--- src/sv/pls_pkg.sv ---
// Package: shared types, codes and constants of the passive serial loader.
package pls_pkg;

  localparam int COUNT_BITS_DEF = 16;

  localparam logic [15:0] PULSE_LOW_RST  = 16'd2000;
  localparam logic [15:0] BYTE_COUNT_RST = 16'd32500;

  localparam int CFG_IDX_W = 1;
  localparam logic [CFG_IDX_W-1:0] CFG_PULSE_LOW  = 1'b0;
  localparam logic [CFG_IDX_W-1:0] CFG_BYTE_COUNT = 1'b1;

  // bit positions in the pin image
  localparam int PIN_NCONFIG = 0;
  localparam int PIN_DATA    = 1;
  localparam int PIN_DCLK    = 2;

  typedef enum logic [2:0] {
    PH_IDLE   = 3'd0,
    PH_PULSE  = 3'd1,
    PH_WAIT   = 3'd2,
    PH_REQ    = 3'd3,
    PH_BIT    = 3'd4,
    PH_FINISH = 3'd5
  } phase_t;

  typedef enum logic [1:0] {
    SUB_CLK_LOW  = 2'd0,
    SUB_DATA     = 2'd1,
    SUB_CLK_HIGH = 2'd2
  } subphase_t;

  typedef struct packed {
    logic       command;
    logic       byte_valid;
    logic [7:0] byte_value;
    logic       nstatus_in;
    logic       cdone_in;
  } in_t;

  typedef struct packed {
    logic nconfig_out;
    logic data_out;
    logic dclk_out;
    logic hold_reset;
    logic byte_request;
    logic busy_res;
    logic done_pulse;
    logic load_ok;
  } out_t;

endpackage

--- src/sv/pls_core.sv ---
// Load sequencer: phase machine, counters, shift byte and pin image.
module pls_core #(
  parameter int COUNT_BITS = pls_pkg::COUNT_BITS_DEF
) (
  input  logic                  clk,
  input  logic                  rst_n,
  input  logic                  step_en,
  input  pls_pkg::in_t          item,
  input  logic [COUNT_BITS-1:0] pulse_lim,
  input  logic [COUNT_BITS-1:0] byte_cnt,
  output pls_pkg::out_t         res
);
  import pls_pkg::*;

  phase_t                phase_r, phase_nxt;
  subphase_t             sub_r, sub_nxt;
  logic [COUNT_BITS-1:0] delay_r, delay_nxt;
  logic [COUNT_BITS-1:0] bytes_r, bytes_nxt;
  logic [COUNT_BITS-1:0] bytes_inc;
  logic [2:0]            bit_r, bit_nxt;
  logic [7:0]            shift_r, shift_nxt;
  logic [2:0]            pin_r, pin_nxt;
  logic                  last_r, last_nxt;
  logic                  done;

  assign bytes_inc = bytes_r + COUNT_BITS'(1);

  // next state and datapath
  always_comb begin
    phase_nxt = phase_r;
    sub_nxt   = sub_r;
    delay_nxt = delay_r;
    bytes_nxt = bytes_r;
    bit_nxt   = bit_r;
    shift_nxt = shift_r;
    pin_nxt   = pin_r;
    last_nxt  = last_r;
    done      = 1'b0;
    case (phase_r)
      PH_PULSE: begin
        if (delay_r >= pulse_lim) begin
          pin_nxt[PIN_NCONFIG] = 1'b1;
          phase_nxt = PH_WAIT;
        end else begin
          delay_nxt = delay_r + COUNT_BITS'(1);
        end
      end
      PH_WAIT: begin
        if (item.nstatus_in) begin
          bytes_nxt = '0;
          phase_nxt = (byte_cnt == '0) ? PH_FINISH : PH_REQ;
        end
      end
      PH_REQ: begin
        if (item.byte_valid) begin
          shift_nxt = item.byte_value;
          bit_nxt   = 3'd0;
          sub_nxt   = SUB_CLK_LOW;
          phase_nxt = PH_BIT;
        end
      end
      PH_BIT: begin
        case (sub_r)
          SUB_DATA: begin
            pin_nxt[PIN_DATA] = shift_r[0];
            shift_nxt = {1'b0, shift_r[7:1]};
            sub_nxt   = SUB_CLK_HIGH;
          end
          SUB_CLK_HIGH: begin
            pin_nxt[PIN_DCLK] = 1'b1;
            sub_nxt = SUB_CLK_LOW;
            if (bit_r == 3'd7) begin
              bit_nxt   = 3'd0;
              bytes_nxt = bytes_inc;
              phase_nxt = (bytes_inc >= byte_cnt) ? PH_FINISH : PH_REQ;
            end else begin
              bit_nxt = bit_r + 3'd1;
            end
          end
          default: begin
            pin_nxt[PIN_DCLK] = 1'b0;
            sub_nxt = SUB_DATA;
          end
        endcase
      end
      PH_FINISH: begin
        last_nxt  = item.cdone_in;
        done      = 1'b1;
        phase_nxt = PH_IDLE;
      end
      default: begin
        phase_nxt = PH_IDLE;
        if (item.command) begin
          pin_nxt[PIN_DCLK]    = 1'b0;
          pin_nxt[PIN_NCONFIG] = 1'b0;
          delay_nxt = COUNT_BITS'(1);
          bytes_nxt = '0;
          bit_nxt   = 3'd0;
          sub_nxt   = SUB_CLK_LOW;
          phase_nxt = PH_PULSE;
        end
      end
    endcase
  end

  // result word, taken from the updated state
  always_comb begin
    res.nconfig_out  = pin_nxt[PIN_NCONFIG];
    res.data_out     = pin_nxt[PIN_DATA];
    res.dclk_out     = pin_nxt[PIN_DCLK];
    res.hold_reset   = (phase_nxt != PH_IDLE);
    res.byte_request = (phase_nxt == PH_REQ);
    res.busy_res     = (phase_nxt != PH_IDLE);
    res.done_pulse   = done;
    res.load_ok      = last_nxt;
  end

  always_ff @(posedge clk) begin
    if (!rst_n) begin
      phase_r <= PH_IDLE;
      sub_r   <= SUB_CLK_LOW;
      delay_r <= '0;
      bytes_r <= '0;
      bit_r   <= 3'd0;
      shift_r <= 8'd0;
      pin_r   <= 3'b001;
      last_r  <= 1'b0;
    end else if (step_en) begin
      phase_r <= phase_nxt;
      sub_r   <= sub_nxt;
      delay_r <= delay_nxt;
      bytes_r <= bytes_nxt;
      bit_r   <= bit_nxt;
      shift_r <= shift_nxt;
      pin_r   <= pin_nxt;
      last_r  <= last_nxt;
    end
  end

endmodule

--- src/sv/pld_passive_serial_loader.sv ---
// Top level: word handshakes, configuration registers and the load sequencer.
//
// Passive serial configuration loader. Every input word is one tick of the
// pin port and yields exactly one result word holding the pin levels and
// status after that tick. A word with command set while idle starts a load:
// the neighbouring controller is held in reset, nCONFIG and DCLK go low for
// pulse_low_ticks ticks (the start tick counts), nCONFIG is released and the
// loader waits for nSTATUS high. It then requests load_byte_count bytes via
// byte_request/byte_valid and shifts each out LSB first in three ticks per
// bit: DCLK low, DATA set, DCLK high. The last tick samples the CDONE pin into
// load_ok and pulses done_pulse. Throughput is one word per clock while
// out_stall is low; a word passes the input register, then the result
// register, and the sequencer state advances once per word as it moves
// between the two. Write the configuration registers only while no word is
// in flight; both are read live and truncated or zero-extended to
// COUNT_BITS bits.
module pld_passive_serial_loader #(
  parameter int COUNT_BITS = pls_pkg::COUNT_BITS_DEF
) (
  input  logic                           clk,
  input  logic                           rst_n,
  input  logic                           in_valid,
  output logic                           in_stall,
  input  pls_pkg::in_t                   in_data,
  output logic                           out_valid,
  input  logic                           out_stall,
  output pls_pkg::out_t                  out_data,
  input  logic                           cfg_valid,
  output logic                           cfg_ready,
  input  logic [pls_pkg::CFG_IDX_W-1:0]  cfg_index,
  input  logic [15:0]                    cfg_data
);
  import pls_pkg::*;

  logic [15:0] pulse_low_r;
  logic [15:0] byte_count_r;

  logic        s1_valid_r;
  in_t         s1_data_r;
  logic        s1_adv;
  logic        out_valid_r;
  out_t        out_data_r;
  out_t        core_res;

  logic [COUNT_BITS-1:0] pulse_lim;
  logic [COUNT_BITS-1:0] byte_cnt;

  // Configuration writes are always taken.
  assign cfg_ready = 1'b1;

  always_ff @(posedge clk) begin
    if (!rst_n) begin
      pulse_low_r  <= PULSE_LOW_RST;
      byte_count_r <= BYTE_COUNT_RST;
    end else if (cfg_valid) begin
      case (cfg_index)
        CFG_PULSE_LOW:  pulse_low_r  <= cfg_data;
        CFG_BYTE_COUNT: byte_count_r <= cfg_data;
        default: ;
      endcase
    end
  end

  // Fit the 16-bit registers to the counter width.
  assign pulse_lim = COUNT_BITS'(pulse_low_r);
  assign byte_cnt  = COUNT_BITS'(byte_count_r);

  // Advance the held word into the result register when that is free
  // or being drained this cycle.
  assign s1_adv   = s1_valid_r && (!out_valid_r || !out_stall);
  // Stall the input only when the held word cannot move on.
  assign in_stall = s1_valid_r && !s1_adv;

  always_ff @(posedge clk) begin
    if (!rst_n) begin
      s1_valid_r <= 1'b0;
    end else if (!in_stall) begin
      s1_valid_r <= in_valid;
    end
  end

  always_ff @(posedge clk) begin
    if (in_valid && !in_stall) begin
      s1_data_r <= in_data;
    end
  end

  pls_core #(
    .COUNT_BITS(COUNT_BITS)
  ) u_core (
    .clk      (clk),
    .rst_n    (rst_n),
    .step_en  (s1_adv),
    .item     (s1_data_r),
    .pulse_lim(pulse_lim),
    .byte_cnt (byte_cnt),
    .res      (core_res)
  );

  // Result register: load on advance, drop once taken.
  always_ff @(posedge clk) begin
    if (!rst_n) begin
      out_valid_r <= 1'b0;
    end else if (s1_adv) begin
      out_valid_r <= 1'b1;
    end else if (!out_stall) begin
      out_valid_r <= 1'b0;
    end
  end

  always_ff @(posedge clk) begin
    if (s1_adv) begin
      out_data_r <= core_res;
    end
  end

  assign out_valid = out_valid_r;
  assign out_data  = out_data_r;

endmodule
--- config.mk ---
export PLATFORM = sky130hd
export DESIGN_NAME = pld_passive_serial_loader
export DESIGN_NICKNAME = d
export VERILOG_FILES = /design/src/sv/pls_pkg.sv /design/src/sv/pls_core.sv /design/src/sv/pld_passive_serial_loader.sv
export SDC_FILE = /design/constraint.sdc
export NUM_CORES = 1
export LEC_CHECK = 0
export ABC_CLOCK_PERIOD_IN_PS = 8080
export BUFFER_PORTS_ARGS = -buffer_cell sky130_fd_sc_hd__clkbuf_2
export CAP_MARGIN = 20
export CORE_MARGIN = 2
export CORE_UTILIZATION = 40
export DETAILED_ROUTE_END_ITERATION = 8
export SLEW_MARGIN = 20
export SYNTH_ARGS = -nofsm -noshare
export SYNTH_HDL_FRONTEND = slang
export SYNTH_SLANG_ARGS = --single-unit
export TNS_END_PERCENT = 100
--- constraint.sdc ---
create_clock -name clk -period 8.08 [get_ports clk]
set_input_delay 0 -clock clk [delete_from_list [all_inputs] [get_ports clk]]
set_output_delay 0 -clock clk [all_outputs]
set_load 0.05 [all_outputs]
==> impl_metrics.toml <==
[finish]
fillCellCount = 1301
multi_input_area_mm2 = 0.00303
layout-area-overhead-vs-synth_pct = 16.6
regArea_mm2 = 0.00229
drive_gt1_share_pct = 11.0
diodes = 0
nets = 771

[sta]
setup_viol = 0
maxSlewHeadroom_pct = 42.9
period_needed_ps = 3250
final_max_slew_viol_count = 0
tns_ps = 0
grt_setup_unrepaired = "false"
hold_viol_final = 0
clock_skew_ps = 6.43
fmax_mhz = 308
tightestPinTransition_ps = 856
min_period_over_period_pct = 40.2

[min_path]
holdCritStartpoint = "cfg_index"
whs_endpoint = "byte_cnt[3]"
hold_path_depth = 4
hold_class = "in -> reg"

[pwr]
power_density_mw_per_mm2 = 170
peakVddDrop_v = 0.000108
totalPowerFinal_mw = 1.11
p_leak_nw = 2.68

[yosys]
synthCells = 645
synth_cell_types = 57
ys_ff_latch = 105
syn-num-nets = 718
synthDominantCellAreaShare_pct = 30.6
synth_top_area_cell = "dfxtp_1"
yosys_warnings = 0
synth_area_mm2 = 0.00563
avgSynthCellArea_um2 = 8.72
async_reset_ff_share_pct = 0
yosysSeqAreaShare_pct = 40.7
yosys-top-cells-area = "dfxtp_1 (31%), edfxtp_1 (10%), ha_1 (8.7%), nand2_1 (6.7%), a21boi_0 (3.7%)"
synthFlopType = "dfxtp_1"
synth_edf_count = 19

[job]
drv_cap = 0

[critical_path]
critPathKind = "reg -> reg"
rr_endpoint = "out_data[3]"
cp_cell_sequence = "and3_1 -> and3_1 -> nand3_1 -> nor2_1 -> xor2_1 -> ha_1 -> a211oi_1 -> o2111ai_1 -> nor4b_1 -> o21a_1 -> nor2_1 -> a22oi_1"
required_ps = 8270
end_kind = "flop"
rr_startpoint = "u_core.bytes_r[2]"
max_stage_delay_ps = 400
reg2reg_setup_slack_ps = 4830
arrival_ps = 3440
cp_max_fo = 7
reg2reg_depth = 12
critPathSlowestCell = "dfxtp_1"
worst_setup_path_start_kind = "flop"

[detailed_routing]
vias = 4663
wirelength_mm = 12.5
wl_per_cell_um = 14.1
drtIter0Drc = 253
route.detailed.drc = 0
final_antenna_net_count = 0
dr.pass1.iters = 4
viasPerCell = 5.28

[die]
initial_core_util_pct = 40.7
die_x_um = 123
num_io_pins = 45
placementRows = 43
die_y_um = 123
die-area_mm2 = 0.0150
core_mm2 = 0.0138

[cts]
cts_buffers = 9
cts_tree = "built"
insertion_delay_ps = 350
cts_max_path_buffers = 2
clk_pin_slew_worst_paths_ps = 80
clkSinkCount = 105
cts_max_level = 3
cts-root-buf = "clkbuf_16"

[grt]
grt_max_degree = 74
grt_pass1_wl_mm = 21.4
grt_pass1_vias = 4582
antenna_found_initial = 0
grtUsageTotal_pct = 17.8
grt_overflow = 0

[place]
place_congestion = 0.815
io_buffers = 43
dpl.hpwl_mm = 8.88

[run_status]
status = "finished, final reports clean"
[cells in the final DEF (no fill, tap or decap), types with 21 or more instances in the layout]
master,netlist,routed
a21boi_0,28,28
dfxtp_1,86,86
dlygate4sd3_1,0,30
o21ai_0,28,28
clkbuf_2,0,43
inv_1,41,41
nand2_1,101,101
o211ai_1,22,22
a21oi_1,33,32
nand3_1,21,21
ha_1,39,39
[registers in the layout, summed over array words and instances, names as in the netlist]
name and cells:
s1_valid_r 1, u_core.last_r 1, u_core.sub_r 2, out_valid 1
u_core.bytes_r 16, u_core.delay_r 16, u_core.bit_r 3, u_core.shift_r 8
pulse_lim 16, byte_cnt 16, u_core.pin_r 3, out_data 7
s1_data_r 12, u_core.phase_r 3
[layer usage]
metal	vias up	track usage [%]	routed length [um]
met5	-	0	0
met4	0	7.83	375
met3	23	3.72	287
met2	56	30.7	6230
met1	2172	21.2	5600
li1	2412	-	-
[through the flow]
step                worst slack [ps]  instance area (um^2)  util, %  std cells  hold slack [ps]
floorplan                       5130                  5630        -        645             98.9
global placement                4930                  5950     43.0        837              177
detailed placement              4810                  5950     43.0        837              179
CTS                             4800                  6550     47.4        883             82.7
global route                    4400                  6560     47.4        883              125
finish                          4830                  6560     47.4        883             95.3
[power by group]
part / switching, mW / total (mW) / internal [mW]
combinational: 0.0685 / 0.114 / 0.0452
sequential: 0.0133 / 0.564 / 0.551
clock: 0.217 / 0.436 / 0.219
total: 0.299 / 1.11 / 0.815
[cell families after synthesis]
| group | Yosys count | share of synthesized area (%) |
|---|---|---|
| buffers and inverters | 77 | 5.49 |
| multiplexers | 3 | 0.578 |
| AND/OR/NAND/NOR | 234 | 21.0 |
| other | 1 | 0.0666 |
| adder cells (fa/ha/maj) | 39 | 8.67 |
| AO/OA/AOI/OAI | 171 | 21.1 |
| XOR/XNOR | 15 | 2.33 |
| flip-flops | 105 | 40.7 |
[how the worst max path moves through the flow]
stage          slack [ps]               from          end  cells after the start
2_1_floorplan        5130  u_core.bytes_r[2]  out_data[3]                     13
3_3_place_gp         4930  u_core.bytes_r[2]  out_data[3]                     12
3_5_place_dp         4810  u_core.bytes_r[2]  out_data[3]                     12
4_1_cts              4800  u_core.bytes_r[2]  out_data[3]                     12
5_1_grt              4400  u_core.bytes_r[2]  out_data[3]                     12
6_report             4830  u_core.bytes_r[2]  out_data[3]                     12
[synthesized netlist by cell type (all sizes together) (2+ instances only)]
| cell | number |
|---|---|
| ha | 39 |
| mux2 | 2 |
| o211a | 8 |
| and2 | 9 |
| or4 | 9 |
| o21ai | 30 |
| o211ai | 22 |
| nand3 | 21 |
| and4 | 4 |
| edfxtp | 19 |
| and3 | 10 |
| nor2b | 12 |
| a21boi | 28 |
| o22ai | 2 |
| nor4b | 2 |
| nor2 | 19 |
| a2111o | 2 |
| nor3 | 5 |
| nor4 | 2 |
| o221ai | 2 |
| or2 | 4 |
| inv | 41 |
| a31oi | 5 |
| nand4b | 2 |
| nand2b | 6 |
| or3 | 8 |
| o21a | 10 |
| nand3b | 8 |
| buf | 8 |
| a22oi | 6 |
| o31ai | 14 |
| a211oi | 2 |
| nand4 | 10 |
| dfxtp | 86 |
| xor2 | 7 |
| xnor2 | 8 |
| a21oi | 33 |
| nand2 | 101 |
| clkbuf | 28 |
[area by class of cell]
type                       instances  area share (%)
multi-input combinational        463            46.2
timing repair buffer              78            8.43
inverter                          41            2.35
sequential                       105            34.9
clock inverter                     7            1.18
clock buffer                       9            3.43
tap                              180            3.43
[repair_timing]
item | CTS | global route
resized for setup | 0 | 0
setup buffers | 0 | 0
hold buffers | 30 | 0
endpoints found under the hold margin | 46 | 0
[critical path: cells and delay by family, from the launching register on]
| kind | cells | cell delay, ps |
|---|---|---|
| simple gates | 6 | 1420 |
| compound gates | 4 | 800 |
| xor+xnor | 1 | 210 |
| flops | 1 | 400 |
| fa+ha+maj | 1 | 270 |
No activity file was read; power rests on OpenSTA's default activity.
